### src/rtl/core/tlvp_pkg.sv
// Shared types and constants for the TLV item body parser.
// Holds the parse phase enum, role codes, id thresholds and the result struct.
// No dependencies.
package tlvp_pkg;

  typedef enum logic [2:0] {
    PH_COUNT  = 3'd0,
    PH_ID     = 3'd1,
    PH_VALUE  = 3'd2,
    PH_LENGTH = 3'd3,
    PH_BUFFER = 3'd4
  } phase_t;

  localparam logic [2:0] ROLE_COUNT  = 3'd0;
  localparam logic [2:0] ROLE_ID     = 3'd1;
  localparam logic [2:0] ROLE_VALUE  = 3'd2;
  localparam logic [2:0] ROLE_LENGTH = 3'd3;
  localparam logic [2:0] ROLE_BUFFER = 3'd4;

  // Ids at or above this, and below ID_BUFFER_MIN, carry one value byte.
  localparam logic [7:0] ID_VALUE_MIN  = 8'd50;
  // Ids at or above this carry a length byte and a buffer.
  localparam logic [7:0] ID_BUFFER_MIN = 8'd128;

  typedef struct packed {
    logic [2:0] role;
    logic [7:0] item_tag;
    logic [7:0] item_number;
    logic [7:0] byte_value;
    logic       item_done;
    logic       body_done;
  } result_t;

endpackage

### src/rtl/core/tlv_item_body_parser.sv
// A beat held in the input register is loaded into the result register, and shows on
//   out_tvalid, once that register is free.
// Throughput: one byte per cycle while results are taken; the phase and counter update is
//   combinational logic between the input register and the result register. A held result
//   (out_tready low) stalls the parser and then the input, with no bubble on release.
// Reset (rst_n low, synchronous): both stages empty, parser waits for a count byte.
// Depends on tlvp_pkg, tlvp_step and tlvp_out_reg.
module tlv_item_body_parser
  import tlvp_pkg::*;
(
  input  logic        clk,
  input  logic        rst_n,
  // Input channel
  input  logic        in_tvalid,
  output logic        in_tready,
  input  logic [7:0]  in_tdata,   // [7:0] body_byte
  // Result channel
  output logic        out_tvalid,
  input  logic        out_tready,
  output logic [23:0] out_tdata,  // [7:0] item_tag, [15:8] item_number, [23:16] byte_value
  output logic [3:0]  out_tuser,  // [2:0] role, [3] item_done
  output logic        out_tlast   // body_done
);

  // Input register stage.
  logic       in_valid_r, in_valid_nxt;
  logic [7:0] in_byte_r;

  logic       out_valid;
  logic       out_free;
  logic       advance;
  logic       in_fire;
  result_t    step_res;
  result_t    out_res;

  // The result slot can take a new beat when empty or being drained now.
  assign out_free  = !out_valid || out_tready;
  // Advance the held byte through the parser into the result register.
  assign advance   = in_valid_r && out_free;
  assign in_tready = !in_valid_r || advance;
  assign in_fire   = in_tvalid && in_tready;

  always_comb begin
    in_valid_nxt = in_valid_r;
    if (in_fire) begin
      in_valid_nxt = 1'b1;
    end else if (advance) begin
      in_valid_nxt = 1'b0;
    end
  end

  always_ff @(posedge clk) begin
    if (!rst_n) begin
      in_valid_r <= 1'b0;
    end else begin
      in_valid_r <= in_valid_nxt;
    end
  end

  // Payload: hold unless a new beat arrives.
  always_ff @(posedge clk) begin
    if (in_fire) begin
      in_byte_r <= in_tdata;
    end
  end

  // Parser state only steps when its result is moved into the result register.
  tlvp_step u_step (
    .clk       (clk),
    .rst_n     (rst_n),
    .step_en   (advance),
    .body_byte (in_byte_r),
    .res       (step_res)
  );

  tlvp_out_reg u_out (
    .clk     (clk),
    .rst_n   (rst_n),
    .load    (advance),
    .res_in  (step_res),
    .take    (out_tready),
    .valid   (out_valid),
    .res_out (out_res)
  );

  assign out_tvalid = out_valid;
  assign out_tdata  = {out_res.byte_value, out_res.item_number, out_res.item_tag};
  assign out_tuser  = {out_res.item_done, out_res.role};
  assign out_tlast  = out_res.body_done;

`ifndef NO_ASSERTIONS
  // A count beat never closes an item and always carries tag and index zero.
  a_count_fields: assert property (@(posedge clk) disable iff (!rst_n)
    out_tvalid && out_tuser[2:0] == ROLE_COUNT |->
      !out_tuser[3] && out_tdata[15:0] == 16'd0)
    else $error("count beat carries item fields");

  // A body can only end inside an item on the same beat that closes the item.
  a_body_needs_item: assert property (@(posedge clk) disable iff (!rst_n)
    out_tvalid && out_tlast && out_tuser[2:0] != ROLE_COUNT |-> out_tuser[3])
    else $error("body_done without item_done");

  // A value beat always closes its item.
  a_value_closes: assert property (@(posedge clk) disable iff (!rst_n)
    out_tvalid && out_tuser[2:0] == ROLE_VALUE |-> out_tuser[3])
    else $error("value beat did not close item");

  // An empty input register never stalls the source.
  a_ready_when_empty: assert property (@(posedge clk) disable iff (!rst_n)
    !in_valid_r |-> in_tready)
    else $error("input stalled with empty register");

  // An advanced byte shows up as a valid result on the next edge.
  a_advance_lands: assert property (@(posedge clk) disable iff (!rst_n)
    advance |=> out_tvalid)
    else $error("advanced beat lost");
`endif

endmodule

### src/rtl/core/tlvp_step.sv
// Parse state machine of the TLV item body parser: phase, counters, byte tagging.
// Depends on tlvp_pkg.
module tlvp_step
  import tlvp_pkg::*;
(
  input  logic       clk,
  input  logic       rst_n,
  input  logic       step_en,
  input  logic [7:0] body_byte,
  output result_t    res
);

  phase_t     phase_r, phase_nxt;
  logic [7:0] items_rem_r, items_rem_nxt;
  logic [7:0] buf_rem_r, buf_rem_nxt;
  logic [7:0] cur_tag_r, cur_tag_nxt;
  logic [7:0] item_pos_r, item_pos_nxt;

  logic [7:0] items_dec;
  logic [7:0] buf_dec;
  logic       body_last;

  assign items_dec = items_rem_r - 8'd1;
  assign buf_dec   = buf_rem_r - 8'd1;
  assign body_last = (items_dec == 8'd0);

  // Next state.
  always_comb begin
    phase_nxt     = phase_r;
    items_rem_nxt = items_rem_r;
    buf_rem_nxt   = buf_rem_r;
    cur_tag_nxt   = cur_tag_r;
    item_pos_nxt  = item_pos_r;
    case (phase_r)
      PH_ID: begin
        cur_tag_nxt = body_byte;
        if (body_byte < ID_VALUE_MIN) begin
          items_rem_nxt = items_dec;
          phase_nxt     = body_last ? PH_COUNT : PH_ID;
          item_pos_nxt  = body_last ? 8'd0 : item_pos_r + 8'd1;
        end else if (body_byte < ID_BUFFER_MIN) begin
          phase_nxt = PH_VALUE;
        end else begin
          phase_nxt = PH_LENGTH;
        end
      end
      PH_VALUE: begin
        items_rem_nxt = items_dec;
        phase_nxt     = body_last ? PH_COUNT : PH_ID;
        item_pos_nxt  = body_last ? 8'd0 : item_pos_r + 8'd1;
      end
      PH_LENGTH: begin
        if (body_byte == 8'd0) begin
          items_rem_nxt = items_dec;
          phase_nxt     = body_last ? PH_COUNT : PH_ID;
          item_pos_nxt  = body_last ? 8'd0 : item_pos_r + 8'd1;
        end else begin
          buf_rem_nxt = body_byte;
          phase_nxt   = PH_BUFFER;
        end
      end
      PH_BUFFER: begin
        buf_rem_nxt = buf_dec;
        if (buf_dec == 8'd0) begin
          items_rem_nxt = items_dec;
          phase_nxt     = body_last ? PH_COUNT : PH_ID;
          item_pos_nxt  = body_last ? 8'd0 : item_pos_r + 8'd1;
        end
      end
      default: begin
        cur_tag_nxt   = 8'd0;
        item_pos_nxt  = 8'd0;
        items_rem_nxt = body_byte;
        phase_nxt     = (body_byte == 8'd0) ? PH_COUNT : PH_ID;
      end
    endcase
  end

  // Outputs for the byte in hand.
  always_comb begin
    res.byte_value  = body_byte;
    res.item_number = item_pos_r;
    res.item_tag    = cur_tag_r;
    res.item_done   = 1'b0;
    res.body_done   = 1'b0;
    case (phase_r)
      PH_ID: begin
        res.role     = ROLE_ID;
        res.item_tag = body_byte;
        if (body_byte < ID_VALUE_MIN) begin
          res.item_done = 1'b1;
          res.body_done = body_last;
        end
      end
      PH_VALUE: begin
        res.role      = ROLE_VALUE;
        res.item_done = 1'b1;
        res.body_done = body_last;
      end
      PH_LENGTH: begin
        res.role = ROLE_LENGTH;
        if (body_byte == 8'd0) begin
          res.item_done = 1'b1;
          res.body_done = body_last;
        end
      end
      PH_BUFFER: begin
        res.role = ROLE_BUFFER;
        if (buf_dec == 8'd0) begin
          res.item_done = 1'b1;
          res.body_done = body_last;
        end
      end
      default: begin
        res.role        = ROLE_COUNT;
        res.item_tag    = 8'd0;
        res.item_number = 8'd0;
        res.body_done   = (body_byte == 8'd0);
      end
    endcase
  end

  always_ff @(posedge clk) begin
    if (!rst_n) begin
      phase_r     <= PH_COUNT;
      items_rem_r <= 8'd0;
      buf_rem_r   <= 8'd0;
      cur_tag_r   <= 8'd0;
      item_pos_r  <= 8'd0;
    end else if (step_en) begin
      phase_r     <= phase_nxt;
      items_rem_r <= items_rem_nxt;
      buf_rem_r   <= buf_rem_nxt;
      cur_tag_r   <= cur_tag_nxt;
      item_pos_r  <= item_pos_nxt;
    end
  end

endmodule

### src/rtl/core/tlvp_out_reg.sv
// Result register of the TLV item body parser: holds one tagged beat for the sink.
// Depends on tlvp_pkg.
module tlvp_out_reg
  import tlvp_pkg::*;
(
  input  logic    clk,
  input  logic    rst_n,
  input  logic    load,
  input  result_t res_in,
  input  logic    take,
  output logic    valid,
  output result_t res_out
);

  logic    valid_r, valid_nxt;
  result_t res_r;

  always_comb begin
    valid_nxt = valid_r;
    if (load) begin
      valid_nxt = 1'b1;
    end else if (take) begin
      valid_nxt = 1'b0;
    end
  end

  always_ff @(posedge clk) begin
    if (!rst_n) begin
      valid_r <= 1'b0;
    end else begin
      valid_r <= valid_nxt;
    end
  end

  always_ff @(posedge clk) begin
    if (load) begin
      res_r <= res_in;
    end
  end

  assign valid   = valid_r;
  assign res_out = res_r;

endmodule
### config.mk
export PLATFORM = sky130hd
export DESIGN_NAME = tlv_item_body_parser
export DESIGN_NICKNAME = d
export VERILOG_FILES = /design/src/rtl/core/tlvp_pkg.sv /design/src/rtl/core/tlv_item_body_parser.sv /design/src/rtl/core/tlvp_step.sv /design/src/rtl/core/tlvp_out_reg.sv
export SDC_FILE = /design/constraint.sdc
export NUM_CORES = 1
export LEC_CHECK = 0
export BUFFER_PORTS_ARGS = -buffer_cell sky130_fd_sc_hd__buf_2
export CORE_MARGIN = 2
export CORE_UTILIZATION = 64
export CTS_BUF_LIST = sky130_fd_sc_hd__clkbuf_2 sky130_fd_sc_hd__clkbuf_4 sky130_fd_sc_hd__clkbuf_8
export DETAILED_ROUTE_END_ITERATION = 7
export PLACE_DENSITY = 0.88
export SYNTH_ARGS = -nofsm -noshare
export SYNTH_HDL_FRONTEND = slang
export SYNTH_SLANG_ARGS = --single-unit
### constraint.sdc
create_clock -name clk -period 8 [get_ports clk]
set_clock_uncertainty 0.2 [all_clocks]
set_input_delay 1.6 -clock clk [delete_from_list [all_inputs] [get_ports clk]]
set_output_delay 1.6 -clock clk [all_outputs]
set_load 0.02 [all_outputs]
==> impl_metrics.ini, run 1 <==
[floorplan]
die_height_um = 77.6
floorplan.die_area_sq_um = 6030
start_util_pct = 67.1
rows = 26
coreArea_sq_um = 5170
die_x_um = 77.6
ios = 43

[logic_synthesis]
syn_nets = 372
synth_top_area_cell = edfxtp_1
async_flop_share_pct = 0
netlist_instances = 355
synth-edff-count = 37
synth_area_sq_um = 3470
synth_warnings = 0
syn_area_per_cell_sq_um = 9.77
synth.area.top_cells = edfxtp_1, dfxtp_1, nand2_1
synth_seq_cells = 74
ys.flop_type = edfxtp_1
synth.top_cell.area_share_pct = 32.0
synth.distinct_cells = 55
synth_seq_area_share_pct = 53.4

[critical_path]
crit_arrival_ps = 2140
path_max_fanout = 3
worst_setup_path_end_kind = primary output
start_kind = input pin
critPathKind = in2out
required_ps = 6200

[final_layout]
antenna_cells = 0
syn_to_final_growth_pct = 11.5
drive_above_1_share_pct = 17.9
final_common_cell = nand2_1
design_area_sq_um = 3870
nNetsFinal = 408
mostFrequentLayoutCells = nand2_1, buf_2, edfxtp_1, dfxtp_1, a21oi_1
nFillCells = 345

[timing]
max_clock_freq_ghz = 0.254
setup-violations-final = 0
hold_violations = 0
rsz0062_at_grt = no
fin_setup_tns_ps = 0
fin_crit_sh_pct = 49.2
tightest_slew_ps = 1150
finalCriticalPeriod_ps = 3940
relSlewSlack_pct = 23.1
drv_slew = 0

[placed_design]
place.gp.congestion = 0.977
place_area_sq_um = 3700
dp_hpwl_mm = 4.58
portBuffers = 42

[global_routing]
grtUsageTotal_pct = 25.7
grt_max_degree = 39
grt_pass1_vias = 2602
grt_pass1_wl_mm = 12.1
grt_overflow = 0
antenna_found_initial = 0

[run]
drv_cap = 0

[cts]
cts-root-buf = clkbuf_8
path_clk_slew_ps = 70
cts_tree = done
cts_setup_buffers = 0
cts_made_buffers = 9
cts.path.max_buffers = 2
clock-sinks = 74
htreeDepth = 3
cts_resized = 0
clkLatencyLatePin_ps = 340
hold_buffers = 0

[routing]
vias = 2817
viasPerCell = 6.05
drcViolationCount = 0
wirelength_mm = 7.15
routedWlPerCell_um = 15.3
firstDrtPassIters = 5
postRouteAntennaNets = 0
dr.first_iter.drc_count = 225

[pwr]
max-vdd-ir-drop_mv = 0.119
p_leak_nw = 1.39
p_per_area_nw_per_um2 = 194

[hold_path]
hp-class = reg2reg

[status]
outcome = finished clean
## cell type report
class | count | area [sq um] | area share (%)
well taps | 70 | 87.6 | 2.26
repair buffers | 44 | 225 | 5.82
inverters | 11 | 41.3 | 1.07
clock buffers | 12 | 146 | 3.79
clock inverters | 4 | 20.0 | 0.518
flip-flops and latches | 74 | 1850 | 47.9
multi-input cells | 251 | 1500 | 38.7
## metal layers
metal | vias to the layer above | wire (um) | part of all wire, % | track usage [%]
li1 | 1359 | - | - | -
met1 | 1297 | 3060 | 43 | 33.4
met2 | 139 | 3340 | 47 | 39.2
met3 | 22 | 580 | 8.1 | 6.74
met4 | 0 | 175 | 2.4 | 13.9
met5 | - | 0 | 0 | 0
## cell usage after synthesis, drive strengths merged (3+ instances only)
cell    count
nand2      49
dfxtp      37
edfxtp     37
a21oi      35
nor2       27
o21ai      23
clkbuf     16
nand3      14
inv        10
nor3       10
a22o        9
and2        9
nand2b      6
or2         6
ha          5
o41ai       5
nor4        4
o211ai      4
o22a        4
xor2        4
buf         3
nand3b      3
o31ai       3
or3         3
## worst paths after layout
check	start	endpoint	slack [ps]	depth (start not counted)
max	out_tready	in_tready	4060	4
min	u_step.cur_tag_r[2]$_SDFFE_PN0P_	u_step.cur_tag_r[2]$_SDFFE_PN0P_	260	2
max reg2reg	u_step.buf_rem_r[0]$_SDFFE_PN0P_	u_step.item_pos_r[5]$_SDFFE_PN0P_	4990	7
min reg2reg	u_step.cur_tag_r[2]$_SDFFE_PN0P_	u_step.cur_tag_r[2]$_SDFFE_PN0P_	260	2
## where the power goes
group          switching, mW  leakage (nW)  internal, mW  total (mW)
combinational         0.0519         0.652        0.0261      0.0780
clock                  0.128        0.0857         0.120       0.249
sequential            0.0123         0.649         0.412       0.425
## stage by stage
stage / hold WS [ps] / std cells / setup WS [ps] / total power [mW] / util [%]
finish: 256 / 466 / 4060 / 0.751 / 74.8
global route: 278 / 466 / 3990 / 0.779 / 74.8
CTS: 256 / 466 / 4070 / 0.752 / 74.8
detailed placement: 247 / 450 / 4080 / 0.509 / 71.6
global placement: 242 / 450 / 4090 / 0.507 / 71.6
floorplan: 237 / 355 / 4270 / 0.487 / -
## worst max-delay path: stages
cell	delay, ps
buf_2	100
nor2b_1	180
nand2_1	90
buf_2	160
## registers in the layout, indices dropped and copies added, names as in the netlist
register and flops:
in_byte_r 8, u_out.res_out 29, u_step.cur_tag_r 8, u_step.items_rem_r 8, u_step.buf_rem_r 8, u_out.valid 1, u_step.phase_r 3, in_valid_r 1
u_step.item_pos_r 8
## kinds of logic after synthesis
family | count (synthesis) | synth area share (%)
muxes | 1 | 0.289
buffers and inverters | 30 | 3.53
AOI/OAI and AO/OA | 96 | 18.7
adders and majority gates | 5 | 1.80
and+or+nand+nor | 143 | 20.6
xor gates and xnor gates | 6 | 1.73
DFF | 74 | 53.4
Note: power is estimated with default switching activity, not from simulation.
==> run 2, diff against run 1 <==
- ABC_AREA: default -> 1
- CORE_UTILIZATION: 64 -> 60
- PLACE_DENSITY: 0.88 -> 0.83
- clock period: 8 -> 3.7 ns (I/O delays scaled with it)
==> impl_metrics.ini, run 2 <==
[status]
outcome = finished clean

[hold_path]
hp-class = reg2reg
worst_hold_path.endpoint = u_step.items_rem_r[7]$_SDFFE_PN0P_
hold_path_depth = 2
hold_start = u_step.items_rem_r[7]$_SDFFE_PN0P_

[critical_path]
cp_common_cell = a21oi_1
cpPeakStageDelay_ps = 510
critPathKind = reg2reg
required_ps = 3770
rrSetupSlack_ps = 1250
crit_start = u_step.phase_r[2]$_SDFFE_PN0P_
reg2reg_from = u_step.phase_r[2]$_SDFFE_PN0P_
critPathTopFamily = simple AND/OR/NAND/NOR gates
critical_path_buf_inv_count = 2
path_max_fanout = 12
reg2reg_to = u_step.buf_rem_r[5]$_SDFFE_PN0P_
cpMaxStageDelayCell = nor3_4
worst_setup_path_end_kind = register
start_kind = register
crit_arrival_ps = 2520
crit_chain = inv_2 -> nor3_4 -> inv_1 -> o21ai_1 -> nand3_2 -> a21oi_1 -> o21ai_0 -> a21oi_1
rr_worst_depth = 8

[floorplan]
floorplan.die_area_sq_um = 6600
start_util_pct = 61.2
rows = 28
die_x_um = 81.3
ios = 43
die_height_um = 81.3
coreArea_sq_um = 5850

[cts]
cts_tree = done
clkLatencyLatePin_ps = 350
path_clk_slew_ps = 80
cts.path.max_buffers = 2
cts_resized = 0
clock-sinks = 74
cts_made_buffers = 9
cts-root-buf = clkbuf_8
htreeDepth = 3
hold_buffers = 0
cts_setup_buffers = 0

[timing]
tightest_slew_ps = 765
fin_setup_tns_ps = 0
fin_hold_ws_ps = 293
fin_crit_sh_pct = 66.2
postLayoutSetupSlackWorst_ps = 1250
relSlewSlack_pct = 49.0
hold_violations = 0
max_clock_freq_ghz = 0.408
finalCriticalPeriod_ps = 2450
drv_slew = 0
setup-violations-final = 0
rsz0062_at_grt = no

[placed_design]
place_area_sq_um = 3830
place_inst = 547
dp_hpwl_mm = 5.28
portBuffers = 42
pre_cts_slack_ps = 1130
place.gp.congestion = 0.838

[pwr]
power_mw = 1.88
swShare_pct = 29.4
combPwrFrac_pct = 16.7
p_per_area_nw_per_um2 = 467
max-vdd-ir-drop_mv = 0.338
clkPwrFrac_pct = 33.1
p_int_mw = 1.33
power_frac_seq_pct = 50.2
p_sw_mw = 0.553
p_leak_nw = 1.84

[final_layout]
nFillCells = 463
syn_to_final_growth_pct = 12.5
final_util_pct = 68.9
stdcell_count = 563
mostFrequentLayoutCells = nand2_1, inv_1, nor2_1, buf_2
drive_above_1_share_pct = 17.6
final_common_cell = nand2_1
antenna_cells = 0
nNetsFinal = 500
design_area_sq_um = 4030
largest_reg_flops = 29

[routing]
drcViolationCount = 0
dr.first_iter.drc_count = 281
routedWlPerCell_um = 13.4
viasPerCell = 5.29
vias = 2977
firstDrtPassIters = 4
postRouteAntennaNets = 0
wirelength_mm = 7.54

[logic_synthesis]
syn_area_per_cell_sq_um = 8.16
synth_seq_cells = 74
synth.top_cell.area_share_pct = 31.0
synth_top_area_cell = edfxtp_1
synth.area.top_cells = edfxtp_1, dfxtp_1, nand2_1
synth_area_sq_um = 3580
synth_commonest_cells = nand2_1, inv_1, nor2_1
synth-edff-count = 37
synth.distinct_cells = 30
synth_warnings = 0
netlist_instances = 439
syn_nets = 456
synth.most_common_cell = nand2_1
synth_seq_area_share_pct = 51.7
ys.flop_type = edfxtp_1
async_flop_share_pct = 0

[global_routing]
grt_overflow = 0
grt_pass1_wl_mm = 12.7
grtUsageTotal_pct = 25.2
grt_max_degree = 24
antenna_found_initial = 0
grt_pass1_vias = 2778

[run]
drv_cap = 0
==> run 2: cell families after synthesis <==
logic type / count (synthesis) / share of synthesized area, %
simple gates: 184 / 23.3
buf+inv: 90 / 10.2
compound gates: 83 / 12.4
flops: 74 / 51.7
fa+ha+maj: 5 / 1.75
xor+xnor: 3 / 0.734
==> run 2: worst max-delay path by stage <==
stage	to	slack, ps	depth (start not counted)
4_1_cts	u_step.buf_rem_r[5]$_SDFFE_PN0P_	1270	8
3_5_place_dp	u_step.item_pos_r[6]$_SDFFE_PN0P_	1130	8
6_report	u_step.buf_rem_r[5]$_SDFFE_PN0P_	1250	8
2_1_floorplan	u_step.buf_rem_r[5]$_SDFFE_PN0P_	1230	8
3_3_place_gp	u_step.item_pos_r[5]$_SDFFE_PN0P_	1240	8
5_1_grt	u_step.buf_rem_r[6]$_SDFFE_PN0P_	1050	8
==> run 2: cell type report <==
| cell class | instances | area (sq um) | share of cell area [%] |
|---|---|---|---|
| flip-flops and latches | 74 | 1850 | 45.9 |
| well taps | 75 | 93.8 | 2.33 |
| inverters | 79 | 297 | 7.36 |
| clock buffers | 10 | 131 | 3.26 |
| repair buffers | 44 | 225 | 5.59 |
| clock inverters | 6 | 66.3 | 1.65 |
| multi-input cells | 275 | 1370 | 33.9 |
==> run 2: layer usage <==
layer	wire [um]	vias up	track usage [%]
met5	0	-	0
met4	118	0	10.0
met3	406	13	4.78
met2	3660	94	41.7
met1	3350	1357	32.5
li1	-	1513	-
==> run 2: power by group through the flow <==
stage,Sequential (mW),Combinational [mW],Clock [mW]
finish,0.946,0.314,0.624
global route,0.952,0.355,0.668
CTS,0.945,0.313,0.632
detailed placement,0.964,0.309,0
global placement,0.962,0.298,0
floorplan,0.978,0.224,0
==> run 2: worst reg2reg max path, stage by stage (launching register included) <==
cell     delay [ps]
dfxtp_1         400
inv_2            90
nor3_4          510
inv_1           370
o21ai_1         190
nand3_2         190
a21oi_1         180
o21ai_0         100
a21oi_1         150
==> run 3, diff against run 2 <==
- ABC_AREA: 1 -> 0
- CORE_UTILIZATION: 60 -> 54
- PLACE_DENSITY: 0.83 -> 0.79
- clock period: 3.7 -> 2.16 ns (I/O delays scaled with it)
==> impl_metrics.ini, run 3 (same netlist as run 1, synthesis figures left out) <==
[floorplan]
coreArea_sq_um = 6280
die_height_um = 84.2
floorplan.die_area_sq_um = 7080
start_util_pct = 55.3
die_x_um = 84.2
ios = 43
rows = 29

[cts]
cts.path.max_buffers = 2
path_clk_slew_ps = 80
htreeDepth = 3
cts-root-buf = clkbuf_8
clkLatencyLatePin_ps = 340
hold_buffers = 0
cts_made_buffers = 9
cts_tree = done
clock-sinks = 74

[final_layout]
nNetsFinal = 458
antenna_cells = 0
syn_to_final_growth_pct = 28.3
nFillCells = 466
drive_above_1_share_pct = 33.9
largest_reg_flops = 29
mostFrequentLayoutCells = nand2_1, buf_4, buf_2
final_util_pct = 70.9

[pwr]
p_leak_nw = 1.68
max-vdd-ir-drop_mv = 0.609
p_sw_mw = 0.793
p_per_area_nw_per_um2 = 664
power_frac_seq_pct = 52.7
p_int_mw = 2.16
swShare_pct = 26.8
combPwrFrac_pct = 14.5
clkPwrFrac_pct = 32.8

[routing]
firstDrtPassIters = 5
wirelength_mm = 8.64
postRouteAntennaNets = 0
viasPerCell = 5.98
dr.first_iter.drc_count = 321
vias = 3129
routedWlPerCell_um = 16.5
drcViolationCount = 0

[global_routing]
grt_overflow = 0
grt_pass1_vias = 2921
grtUsageTotal_pct = 25.3
grt_max_degree = 39
grt_pass1_wl_mm = 14.2
antenna_found_initial = 0

[critical_path]
rr_worst_depth = 8
cpMaxStageDelayCell = or4b_4
cpPeakStageDelay_ps = 480
crit_chain = inv_2 -> ha_4 -> or4b_4 -> or3_4 -> nand4_4 -> o21ai_4 -> or2_4 -> o41ai_4
critical_path_buf_inv_count = 1
critPathTopFamily = simple AND/OR/NAND/NOR gates
critPathKind = reg2reg
crit_start = u_step.items_rem_r[1]$_SDFFE_PN0P_
crit_arrival_ps = 2470
reg2reg_to = u_step.item_pos_r[6]$_SDFFE_PN0P_
cp.depth = 8
start_kind = register
path_max_fanout = 7
crit_end = u_step.item_pos_r[6]$_SDFFE_PN0P_
rrSetupSlack_ps = -280
reg2reg_from = u_step.items_rem_r[1]$_SDFFE_PN0P_
worst_setup_path_end_kind = register
required_ps = 2190

[placed_design]
portBuffers = 42
pre_cts_slack_ps = -409
dp_hpwl_mm = 5.76
place.gp.congestion = 0.842

[timing]
setup-violations-final = 12
relSlewSlack_pct = 63.0
hold_violations = 0
finalCriticalPeriod_ps = 2440
fin_crit_sh_pct = 113
max_clock_freq_ghz = 0.410
postLayoutSetupSlackWorst_ps = -278
tightest_slew_ps = 552
rsz0062_at_grt = yes
drv_slew = 0
fin_setup_tns_ps = -1980

[run]
drv_cap = 0

[status]
outcome = complete, but fails checks
violations = setup timing

[hold_path]
hp-class = in2reg
-- run 3: timing repair --
item | 4_1_cts | 5_1_grt
pin swaps | 8 | 8
endpoints found under the setup margin | 16 | 19
buffers inserted | 5 | 1
resized for setup | 20 | 10
gates cloned | 1 | 0
-- run 3: metal layers --
metal / track usage, % / routed length, um
met1: 33.9 / 3590
met2: 41.8 / 4280
met3: 4.52 / 566
met4: 8.80 / 197
met5: 0 / 0
-- run 3: through the flow --
stage	instance area [sq um]	hold slack [ps]	total power [mW]	instances
CTS	4390	51.5	2.94	522
global route	4450	54.9	3.06	523
global placement	4080	241	1.95	500
floorplan	3510	237	1.81	355
detailed placement	4080	255	1.96	500
finish	4450	57.1	2.95	523
-- run 3: layout make-up --
type | instances | area [sq um] | area share (%)
timing repair buffer | 94 | 624 | 14.0
sequential | 74 | 1860 | 41.7
clock buffer | 11 | 145 | 3.26
multi-input combinational | 251 | 1660 | 37.2
tap | 77 | 96.3 | 2.16
clock inverter | 5 | 31.3 | 0.703
inverter | 11 | 41.3 | 0.928
-- run 3: worst min-delay path by stage --
stage | from | endpoint | slack (ps) | depth (start not counted)
after global placement | u_step.cur_tag_r[0]$_SDFFE_PN0P_ | u_step.cur_tag_r[0]$_SDFFE_PN0P_ | 240 | 2
after floorplan | u_step.cur_tag_r[0]$_SDFFE_PN0P_ | u_step.cur_tag_r[0]$_SDFFE_PN0P_ | 240 | 2
final | in_tdata[2] | in_byte_r[2]$_DFFE_PP_ | 60 | 1
after CTS | in_tdata[2] | in_byte_r[2]$_DFFE_PP_ | 50 | 1
after global routing | in_tdata[2] | in_byte_r[2]$_DFFE_PP_ | 50 | 1
after detailed placement | u_step.cur_tag_r[2]$_SDFFE_PN0P_ | u_step.cur_tag_r[2]$_SDFFE_PN0P_ | 250 | 2
-- run 3: worst reg2reg max path: stages (launching register included) --
cell	delay (ps)
dfxtp_2	330
inv_2	70
ha_4	130
or4b_4	480
or3_4	360
nand4_4	130
o21ai_4	80
or2_4	300
o41ai_4	240
-- run 3: power by group through the flow --
stage	Clock, mW	Sequential [mW]	Combinational [mW]
2_1_floorplan	0	1.62	0.191
3_3_place_gp	0	1.58	0.369
3_5_place_dp	0	1.58	0.379
4_1_cts	0.979	1.55	0.408
5_1_grt	1.04	1.56	0.464
6_report	0.970	1.56	0.428
